[src/hw/rtl/cht_pkg.sv]
// Package for the chained hash table engine: transaction payload types,
// operation and status codes. No dependencies.
package cht_pkg;

    localparam logic [1:0] FUNC_INSERT = 2'd0;
    localparam logic [1:0] FUNC_FIND   = 2'd1;
    localparam logic [1:0] FUNC_DELETE = 2'd2;
    localparam logic [1:0] FUNC_CLEAR  = 2'd3;

    localparam logic [2:0] STAT_INSERTED  = 3'd0;
    localparam logic [2:0] STAT_UPDATED   = 3'd1;
    localparam logic [2:0] STAT_FOUND     = 3'd2;
    localparam logic [2:0] STAT_NOT_FOUND = 3'd3;
    localparam logic [2:0] STAT_POOL_FULL = 3'd4;

    localparam logic [2:0] BUCKET_BITS_RESET = 3'd6;

    typedef struct packed {
        logic [1:0]  func;
        logic [63:0] hash_code;
        logic [63:0] value_in;
    } cht_in_t;

    typedef struct packed {
        logic [2:0]  status;
        logic [63:0] value_out;
        logic [7:0]  entry_index;
        logic [8:0]  entry_count;
    } cht_out_t;

endpackage

[src/hw/rtl/cht_front.sv]
// Front end: holds the bucket setting, accepts transactions, computes the
// bucket index and queues them in a two-entry queue. Depends on cht_pkg.
module cht_front
    import cht_pkg::*;
#(
    parameter int MAX_BUCKETS = 64,
    parameter int BW = (MAX_BUCKETS > 1) ? $clog2(MAX_BUCKETS) : 1
) (
    input  logic          aclk,
    input  logic          aresetn,
    input  logic          cfg_wr_en,
    input  logic [2:0]    cfg_wr_data,
    input  logic          s_valid,
    output logic          s_ready,
    input  cht_in_t       s_data,
    output logic          q_valid,
    input  logic          q_pop,
    output cht_in_t       q_item,
    output logic [BW-1:0] q_bucket
);
    // Largest usable number of bucket bits, floor(log2(MAX_BUCKETS)).
    localparam int FL = $clog2(MAX_BUCKETS + 1) - 1;

    logic [2:0]    bucket_bits_reg;
    cht_in_t       item_reg [2];
    logic [BW-1:0] bkt_reg [2];
    logic          wr_ptr_reg, rd_ptr_reg;
    logic [1:0]    count_reg;
    logic [BW-1:0] mask;
    logic          push;

    always_comb begin
        for (int i = 0; i < BW; i++) begin
            mask[i] = (i < int'(bucket_bits_reg)) && (i < FL);
        end
    end

    assign s_ready  = (count_reg != 2'd2);
    assign push     = s_valid && s_ready;
    assign q_valid  = (count_reg != 2'd0);
    assign q_item   = item_reg[rd_ptr_reg];
    assign q_bucket = bkt_reg[rd_ptr_reg];

    always_ff @(posedge aclk) begin
        if (push) begin
            item_reg[wr_ptr_reg] <= s_data;
            bkt_reg[wr_ptr_reg]  <= s_data.hash_code[BW-1:0] & mask;
        end
        if (!aresetn) begin
            bucket_bits_reg <= BUCKET_BITS_RESET;
            wr_ptr_reg      <= 1'b0;
            rd_ptr_reg      <= 1'b0;
            count_reg       <= 2'd0;
        end else begin
            if (cfg_wr_en) begin
                bucket_bits_reg <= cfg_wr_data;
            end
            if (push) begin
                wr_ptr_reg <= !wr_ptr_reg;
            end
            if (q_pop) begin
                rd_ptr_reg <= !rd_ptr_reg;
            end
            count_reg <= count_reg + 2'(push) - 2'(q_pop);
        end
    end
endmodule

[config.mk]
export PLATFORM = sky130hd
export DESIGN_NAME = cht_front
export DESIGN_NICKNAME = d
export VERILOG_FILES = /design/src/hw/rtl/cht_pkg.sv /design/src/hw/rtl/cht_front.sv
export SDC_FILE = /design/constraint.sdc
export NUM_CORES = 1
export LEC_CHECK = 0
export ABC_AREA = 1
export BUFFER_PORTS_ARGS = -buffer_cell sky130_fd_sc_hd__buf_2
export CORE_MARGIN = 5
export CORE_UTILIZATION = 30
export CTS_CLUSTER_SIZE = 10
export DETAILED_ROUTE_END_ITERATION = 10
export HOLD_SLACK_MARGIN = 0.05
export SLEW_MARGIN = 30
export SYNTH_ARGS = -nofsm -noshare
export SYNTH_HDL_FRONTEND = slang
export SYNTH_SLANG_ARGS = --single-unit
export TNS_END_PERCENT = 1
[constraint.sdc]
create_clock -name aclk -period 7.63 [get_ports aclk]
set_clock_uncertainty 0.1 [all_clocks]
set_input_delay 0.3815 -clock aclk [delete_from_list [all_inputs] [get_ports aclk]]
set_output_delay 0.3815 -clock aclk [all_outputs]
set_load 0.01 [all_outputs]
# ---- Word-level counts from Yosys, hierarchy flattened
# Memories as Yosys holds them, arrays and structs flattened. A register that Yosys moved wholly into a read port is not among the register bits.
# Index checks and enable logic that the tools add are counted.
dict set report word_totals {
  out_inout_bits 138
  wordCells 26
  ramBits 272
  ff_bits 7
  n_memories 2
  in_bits 138
}
# name depth width rd rd_clocked_by_memory_dff write_ports line_no
set memory_table {}
lappend memory_table {item_reg 2 130 1 1 1 cht_front.sv:25} ;# cht_in_t item_reg [2];
lappend memory_table {bkt_reg 2 6 1 1 1 cht_front.sv:26} ;# logic [BW-1:0] bkt_reg [2];
dict set report op_classes {
  reduce_logical 4
  n_lt_le_gt_ge 6
  n_addsub 2
  mux 6
  eq_ne 1
  bitwise 1
}
# operator count
set op_table {}
lappend op_table {{6-bit bitwise AND} 1}
lappend op_table {{1-bit by 3-bit < comparator with 1-bit output, first input constant} 2}
lappend op_table {{2-bit by 3-bit < comparator with 1-bit output, first input constant} 2}
lappend op_table {{3-bit < comparator, first input constant} 2}
lappend op_table {{1-bit 2-to-1 mux} 6}
lappend op_table {{2-bit by 1-bit adder with 2-bit output} 1}
lappend op_table {{1-bit logical NOT} 2}
lappend op_table {{2-bit inequality test, second input constant} 1}
lappend op_table {{2-bit nonzero test} 1}
lappend op_table {{2-bit by 1-bit subtractor with 2-bit output} 1}
lappend op_table {{1-bit logical AND} 1}

# ---- Depth between registers and ports, before layout
# Gate-level depths: netlist of run 1.
dict set report logic_depth {
  depth_word 4
  depth_mapped 11
  mapped_depth_nobuf 11
}

# ---- Least setup slack after synthesis of run 1
# Ideal clock, no wire load.
dict set report synth_timing {
  path_kind {reg-to-reg}
  startpoint {reg count_reg[0]}
  endpoint {mem bkt_reg[1][0] (netlist name), enable pin}
  t_required_ns 6.895
  n_path_buf 0
  t_arrival_ns 6.320
  slack_ns 0.575
  period_less_slack_ns 7.055
  stages_incl_launch_ff 5
  setup_ns 0.635
  path_cell_list {dfxtp_1 inv_1 nand2_1 nand2_1 nor2_1}
}
dict set report synth_via {
  elab_chain_len 4
}
# item line_no
set synth_lines {}
lappend synth_lines {{start, declared} cht_front.sv:28} ;# logic [1:0] count_reg;
lappend synth_lines {{start signal, assigned} cht_front.sv:64} ;# count_reg <= count_reg + 2'(push) - 2'(q_pop);
lappend synth_lines {{2-bit inequality test} cht_front.sv:38} ;# assign s_ready = (count_reg != 2'd2);
lappend synth_lines {{net s_ready} cht_front.sv:14} ;# output logic s_ready,
lappend synth_lines {{1-bit logical AND} cht_front.sv:39} ;# assign push = s_valid && s_ready;
lappend synth_lines {{1-bit 2-to-1 mux} cht_front.sv:45} ;# if (push) begin
lappend synth_lines {{1-bit 2-to-1 mux (not written as such)} cht_front.sv:47} ;# bkt_reg[wr_ptr_reg] <= s_data.hash_code[BW-1:0] & mask;
lappend synth_lines {{end, declared} cht_front.sv:26}
# The timed path passes the listed nets, and every way through them passes these cells.

==> results.ini, run 1 <==
[run_status]
status = completed

[worst_setup_path]
crit_type = register to primary output
r2r_start = count_reg[0]
cp_slowest_cell = buf_4
r2r_setup_slack_ns = 5.16
arrival_ns = 2.43
ff2ff_path_depth = 5
cpPeakStageDelay_ns = 0.71
cp-end-kind = primary output
crit_path_start_kind = register
cp.required_ns = 7.15
path_cells = buf_4 -> mux2_2 -> buf_2
regToRegEndpoint = item_reg[1][72]
worst-path-max-fanout = 64

[yosys]
syn_nets = 620
seq_area_frac_synth_pct = 80.5
yosys_warnings = 0
ys_types = 17
syn_inst = 481
netlist_area_um2 = 10300
synth.avg_cell_area_um2 = 21.5
synth-seq-cells = 280

[cts]
clockBufferDepth = 3
cts_setup_buffers = 0
cts_resized = 0
path_clk_slew_ns = 0.05
htree_levels = 2
cts_buffers = 34
clk_latency_ns = 0.50
tritoncts = built
clk_root_buffer_cell = clkbuf_16
cts_sinks = 280

[cells_and_area]
largest_reg_flops = 260
layout.nets = 1060
final_layout_size_suffix_gt1_share_pct = 49.1
final_util_pct = 42.7
area_growth_pct = 41.5
design_area_um2 = 14600

[place]
port_buffers = 275
place.gp.congestion = 0.716
pre_cts_slack_ns = 4.93
place_hpwl_um = 14400
place_area_um2 = 12200

[routing]
drt-initial-drc-count = 166
drc_errors = 0
routed_wl_um = 22800
dr.pass1.iters = 4
wl_per_cell_um = 16.4
vias = 5855
routed_via_density = 4.21
antenna_left = 0

[sta]
fin_ws_ns = 4.72
setup_viol = 0
maxSlewViolCount = 0
timing.setup.tns_ns = 0
fmax_mhz = 343
maxSlewHeadroom_pct = 37.7
fin_crit_ns = 2.91
period_share_pct = 38.2
rsz0062_at_grt = no
hold_viol = 0
worst_pin_slew_ns = 0.935

[min_path]
min_from = q_pop
hold_class = primary input to register
holdPathStages = 3

[power_and_ir_drop]
powerDensity_nw_per_um2 = 260
leakagePower_uw = 0.00558
finalPower_uw = 3810
ir_drop_v = 0.000159

[grt]
grtUsageMet2_pct = 18.6
antenna_found_initial = 4
use_met1_pct = 14.4
busiest_layer = met2
grt_start_max_net_pins = 72
gr-usage-all-layers_pct = 11.5
grt_pass1_wl_um = 35100
overflow = 0
grt_pass1_vias = 6408
grt_use_met3_pct = 3.90

[floorplan]
start_util_pct = 30.2
row_count = 68
die_h_um = 196
die-area_um2 = 38300
io_pins = 276
fp.coreArea_um2 = 34300
die_x_um = 196

[flow_run]
drv_cap = 0

-- cells in the mapped netlist --
cell	count	area share, %
ha_1	1	0.12
nand2_1	17	0.62
inv_1	9	0.33
a21boi_0	1	0.073
nand3_1	2	0.097
xnor2_1	1	0.085
and3_1	1	0.061
dfxtp_1	8	1.5
buf_6	6	0.65
edfxtp_1	272	79
o211ai_1	1	0.073
buf_2	9	0.44
o21ai_0	2	0.097
a21oi_1	1	0.048
mux2_4	40	5.8
nor2_1	14	0.51
mux2_2	96	10
-- what timing repair did --
action,4_1_cts,5_1_grt
hold endpoints to repair,265,0
hold buffers,138,0
endpoints found under the setup margin,0,0
-- kinds of logic (layout without fill, tap and decap cells) --
group / Yosys count / in the layout / synth area share [%]
AO/OA/AOI/OAI: 5 / 5 / 0.290
XOR/XNOR: 1 / 1 / 0.0847
adder cells (fa/ha/maj): 1 / 1 / 0.121
buffers and inverters: 24 / 475 / 1.42
flip-flops: 280 / 280 / 80.5
multiplexers: 136 / 136 / 16.3
other: 0 / 4 / 0
AND/OR/NAND/NOR: 34 / 34 / 1.28
-- critical path, delay by kind of cell (launching register included) --
kind,cells,cell delay (ns)
DFF,1,0.50
muxes,1,0.45
buffers and inverters,2,0.86
-- area by class of cell --
class | count | area, µm²
diodes | 4 | 10.0
clock buffers | 44 | 952
clock inverters | 3 | 37.5
fillers | 3020 | 19700
inverters | 9 | 33.8
multi-input cells | 177 | 1880
flip-flops and latches | 280 | 8330
well taps | 455 | 569
repair buffers | 419 | 2810
-- through the flow --
stage,std cells,hold slack (ns)
6_report,1391,0.112
3_5_place_dp,1202,0.400
5_1_grt,1391,0.126
4_1_cts,1387,0.0824
3_3_place_gp,1202,0.381
2_1_floorplan,481,0.363
-- worst max-delay path by stage --
stage               slack (ns)              end          from
floorplan                 0.58    bkt_reg[1][0]  count_reg[0]
global placement          4.95  item_reg[1][25]       s_valid
CTS                       4.59       q_item[27]      register
finish                    4.72      q_item[116]      register
detailed placement        4.93  item_reg[1][25]       s_valid
global route              4.59      q_item[115]      register
-- metal layers --
layer	wire (µm)	share of wire, %
met5	0	0
met4	782	3.4
met3	1820	8.0
met2	10800	47
met1	9370	41
-- power breakdown --
part | internal, µW | total, µW | switching, µW | leakage (µW)
logic | 235 | 488 | 252 | 0.00250
clock network | 896 | 1450 | 555 | 0.000482
registers | 1840 | 1870 | 29.4 | 0.00260
total | 2970 | 3810 | 837 | 0.00558
-- cell usage in the layout, fill, tap and decap left out, types with 4 or more instances in the layout --
cell	count
clkbuf_1	7
diode_2	4
nor2_1	12
nand2_1	17
buf_2	275
inv_1	9
clkbuf_16	37
edfxtp_1	272
mux2_4	40
mux2_2	96
dlygate4sd3_1	138
dfxtp_1	7
Note: power is estimated with default switching activity, not from simulation.
==> run 2, diff against run 1 <==
clock period = 2.55 ns   (was 7.63 ns; I/O delays follow)
==> run 2 against run 1 <==
Cell area up 0.86%. Via count up 0.24%. First-iteration DRC count up 31%. Sequential power rose to 3.0 times the previous value. Final cell count up 0.22%. Clock power rose to 2.9 times the previous value. Setup slack worse by 4.4 ns. Register-to-register slack worse by 4.4 ns. Hold slack better by 0.14 ns. Global-route usage down 0.17 points. Non-clock buffer count up 7. Sequential cell count unchanged.
==> results.ini, run 2 (synthesized netlist as in run 1, its figures left out) <==
[run_status]
status = completed

[routing]
vias = 5869
antenna_left = 0
drt-initial-drc-count = 218
dr.pass1.iters = 4
routed_wl_um = 22300
drc_errors = 0
routed_via_density = 4.21
wl_per_cell_um = 16.0

[power_and_ir_drop]
switching_power_uw = 2510
leakagePower_uw = 0.00563
powerDensity_nw_per_um2 = 769
intPower_uw = 8840
ir_drop_v = 0.000540
p_comb_share_pct = 13.2
p_sw_share_pct = 22.1
pwr-share-clk_pct = 37.4
sequentialPowerShare_pct = 49.4

[sta]
worst_pin_slew_ns = 0.486
fmax_mhz = 457
fin_crit_ns = 2.19
period_share_pct = 85.8
hold_slack_ns = 0.252
maxSlewHeadroom_pct = 67.6
rsz0062_at_grt = no
maxSlewViolCount = 0
setup_viol = 0
hold_viol = 0

[cts]
postCtsHoldBufs = 143
clk_root_buffer_cell = clkbuf_16
path_clk_slew_ns = 0.05
cts_resized = 0
cts_setup_buffers = 0
clk_latency_ns = 0.50
clockBufferDepth = 3
cts_buffers = 34
tritoncts = built
cts_sinks = 280
htree_levels = 2

[cells_and_area]
final_layout_size_suffix_gt1_share_pct = 49.5
mostFrequentLayoutCells = 275 x buf_2, 272 x edfxtp_1, 143 x dlygate4sd3_1, 96 x mux2_2, 40 x mux2_4
largest_reg_flops = 260
layout.nets = 1067
area_growth_pct = 42.7
final_common_cell = buf_2
design_area_um2 = 14800

[worst_setup_path]
crit_type = register to primary output
worst-path-max-fanout = 39
cp.required_ns = 2.32
cp-end-kind = primary output
arrival_ns = 1.96
crit_path_start_kind = register
r2r_setup_slack_ns = 0.72

[grt]
grt_pass1_vias = 6512
antenna_found_initial = 1
grt_start_max_net_pins = 75
gr-usage-all-layers_pct = 11.4
grt_pass1_wl_um = 35000
overflow = 0

[floorplan]
start_util_pct = 30.2
row_count = 68
die_h_um = 196
die_x_um = 196
die-area_um2 = 38300
io_pins = 276
fp.coreArea_um2 = 34300

[place]
place.gp.congestion = 0.757
place_area_um2 = 12400
place_hpwl_um = 14100
port_buffers = 275

[min_path]
hold_class = primary input to register

[flow_run]
drv_cap = 0

==> run 2: final timing paths <==
check,from,cells after the start,to
worst max-delay path,register,3,q_item[8]
worst min-delay path,s_data[11],2,item_reg[1][11]
worst max register to register,count_reg[1],7,count_reg[0]
worst min register to register,rd_ptr_reg,2,rd_ptr_reg
==> run 2: through the flow <==
step                      setup slack (ns)  TNS (ns)  total power, µW  utilization (%)  std cells
after floorplan                     -0.527   -139.66             6450                -        481
after global placement               0.850         0             7010             36.0       1204
after detailed placement             0.849         0             7040             36.0       1204
after CTS                            0.303         0            11500             43.0       1393
after global routing                 0.268         0            11900             43.0       1394
final                                0.361         0            11300             43.0       1394
==> run 2: routing by layer <==
metal | global-route usage [%] | vias to the layer above | share of wire, %
met4 | 4.22 | 0 | 3.1
met1 | 13.1 | 2849 | 39
met3 | 4.21 | 53 | 8.2
met5 | 0 | - | 0
li1 | - | 2764 | -
met2 | 19.4 | 203 | 49
==> run 2: cell type report <==
type / instances / area (µm²)
timing repair buffer: 426 / 2960
clock buffer: 44 / 952
multi-input combinational: 177 / 1900
inverter: 9 / 33.8
fill: 3046 / 19500
clock inverter: 2 / 12.5
sequential: 280 / 8330
antenna: 1 / 2.50
tap: 455 / 569
==> run 2: critical path, cell delays in order (launching register included) <==
cell	delay (ns)
dfxtp_4	0.56
buf_12	0.30
mux2_2	0.38
buf_2	0.14
==> run 2: power by group through the flow <==
stage	Clock [µW]	Combinational, µW	Sequential, µW
4_1_cts	4410	1530	5610
3_5_place_dp	0	1340	5700
3_3_place_gp	0	1320	5690
6_report	4240	1500	5610
2_1_floorplan	0	762	5690
5_1_grt	4610	1620	5640
==> run 3, diff against run 2 <==
clock period = 2 ns   (was 2.55 ns; I/O delays follow)
==> run 3 against run 2 <==
Sequential share of layout area down 0.12 points. Sequential cell count unchanged. Setup slack worse by 0.33 ns. Critical endpoint is now q_item[23].
==> results.ini, run 3 (synthesized netlist as in run 1, its figures left out) <==
[worst_setup_path]
path_cells = buf_12 -> mux2_2 -> buf_2
critical_path.top_delay_family = buffers and inverters
crit_buf_inv = 2
crit_path_start_kind = register
worst-path-max-fanout = 55
r2r_setup_slack_ns = 0.16
ff2ff_path_depth = 7
regToRegEndpoint = count_reg[0]
arrival_ns = 1.77
cpPeakStageDelay_ns = 0.39
r2r_start = count_reg[1]
cp_num_cells = 3
cp_slowest_cell = dfxtp_4
cp-end-kind = primary output
cp.required_ns = 1.80
crit_type = register to primary output

[cts]
htree_levels = 2
tritoncts = built
clk_latency_ns = 0.49
cts_setup_buffers = 0
clk_root_buffer_cell = clkbuf_16
clockBufferDepth = 3
path_clk_slew_ns = 0.05
cts_sinks = 280
cts_buffers = 35

[sta]
fin_ws_ns = 0.0339
fmax_mhz = 509
setup_viol = 0
maxSlewViolCount = 0
worst_pin_slew_ns = 0.486
hold_slack_ns = 0.230
fin_crit_ns = 1.97
maxSlewHeadroom_pct = 67.6
rsz0062_at_grt = yes
timing.setup.tns_ns = 0
period_share_pct = 98.3
hold_viol = 0

[flow_run]
drv_cap = 0

[routing]
dr.pass1.iters = 4
routed_via_density = 4.20
routed_wl_um = 22100
wl_per_cell_um = 15.8
drc_errors = 0
antenna_left = 0
vias = 5872
drt-initial-drc-count = 171

[power_and_ir_drop]
ir_drop_v = 0.000711
powerDensity_nw_per_um2 = 989
leakagePower_uw = 0.00565

[place]
place_hpwl_um = 13700
place_area_um2 = 12400
pre_cts_slack_ns = 0.404
place.gp.congestion = 0.715
port_buffers = 275

[cells_and_area]
mostFrequentLayoutCells = 275 x buf_2, 272 x edfxtp_1, 143 x dlygate4sd3_1, 96 x mux2_2, 40 x mux2_4
design_area_um2 = 14800
largest_reg_flops = 260
final_layout_size_suffix_gt1_share_pct = 49.6
antenna_cells = 0
layout.nets = 1069
area_growth_pct = 43.0
final_common_cell = buf_2
final_util_pct = 43.1

[floorplan]
row_count = 68
start_util_pct = 30.2
die_x_um = 196
io_pins = 276
fp.coreArea_um2 = 34300
die_h_um = 196
die-area_um2 = 38300

[grt]
grt_start_max_net_pins = 75
overflow = 0
gr-usage-all-layers_pct = 11.2
grt_pass1_wl_um = 34400
grt_pass1_vias = 6402
antenna_found_initial = 0

[run_status]
status = completed

[min_path]
hold_class = primary input to register
hold_path_end = item_reg[1][14]
holdPathStages = 2
min_from = s_data[14]

-- run 3: layout make-up --
cell class	instances	area, µm²
clock buffers	44	952
clock inverters	5	51.3
fillers	3016	19500
inverters	9	33.8
multi-input cells	177	1900
flip-flops and latches	280	8330
well taps	455	569
repair buffers	427	2950
-- run 3: worst register-to-register path, delay by kind of cell, from the launching register on --
family,cells,cell delay (ns)
buffers and inverters,2,0.58
flip-flops,1,0.40
AND/OR/NAND/NOR,3,0.26
adder cells (fa/ha/maj),1,0.26
XOR/XNOR,1,0.15
-- run 3: how the worst max path moves through the flow --
stage,endpoint,slack [ns]
floorplan,bkt_reg[1][0],-1.08
global placement,item_reg[1][101],0.42
detailed placement,item_reg[1][110],0.40
CTS,q_item[54],0.0005
global route,q_item[58],-0.05
finish,q_item[23],0.03
-- run 3: routing by layer --
| metal | share of wire [%] | up-vias | track usage, % | wire length (µm) |
|---|---|---|---|---|
| met5 | 0 | - | 0 | 0 |
| met4 | 2.4 | 0 | 3.47 | 529 |
| met3 | 8.0 | 44 | 3.64 | 1770 |
| met2 | 50 | 188 | 19.3 | 11100 |
| met1 | 39 | 2868 | 13.3 | 8690 |
| li1 | - | 2772 | - | - |
-- run 3: timing repair --
| item | in CTS | in global routing |
|---|---|---|
| gates resized for setup | 0 | 0 |
| endpoints found under the hold margin | 280 | 0 |
| endpoints found under the setup margin | 0 | 75 |
| hold buffers | 143 | 0 |
-- run 3: power breakdown --
| group | internal, µW | switching (µW) |
|---|---|---|
| logic | 947 | 974 |
| clock network | 3430 | 2130 |
| registers | 7030 | 109 |
| total | 11400 | 3220 |
-- run 3: stage by stage --
stage | total power (µW) | instances
floorplan | 8220 | 481
global placement | 8940 | 1205
detailed placement | 8970 | 1205
CTS | 14900 | 1397
global route | 15300 | 1397
finish | 14600 | 1397
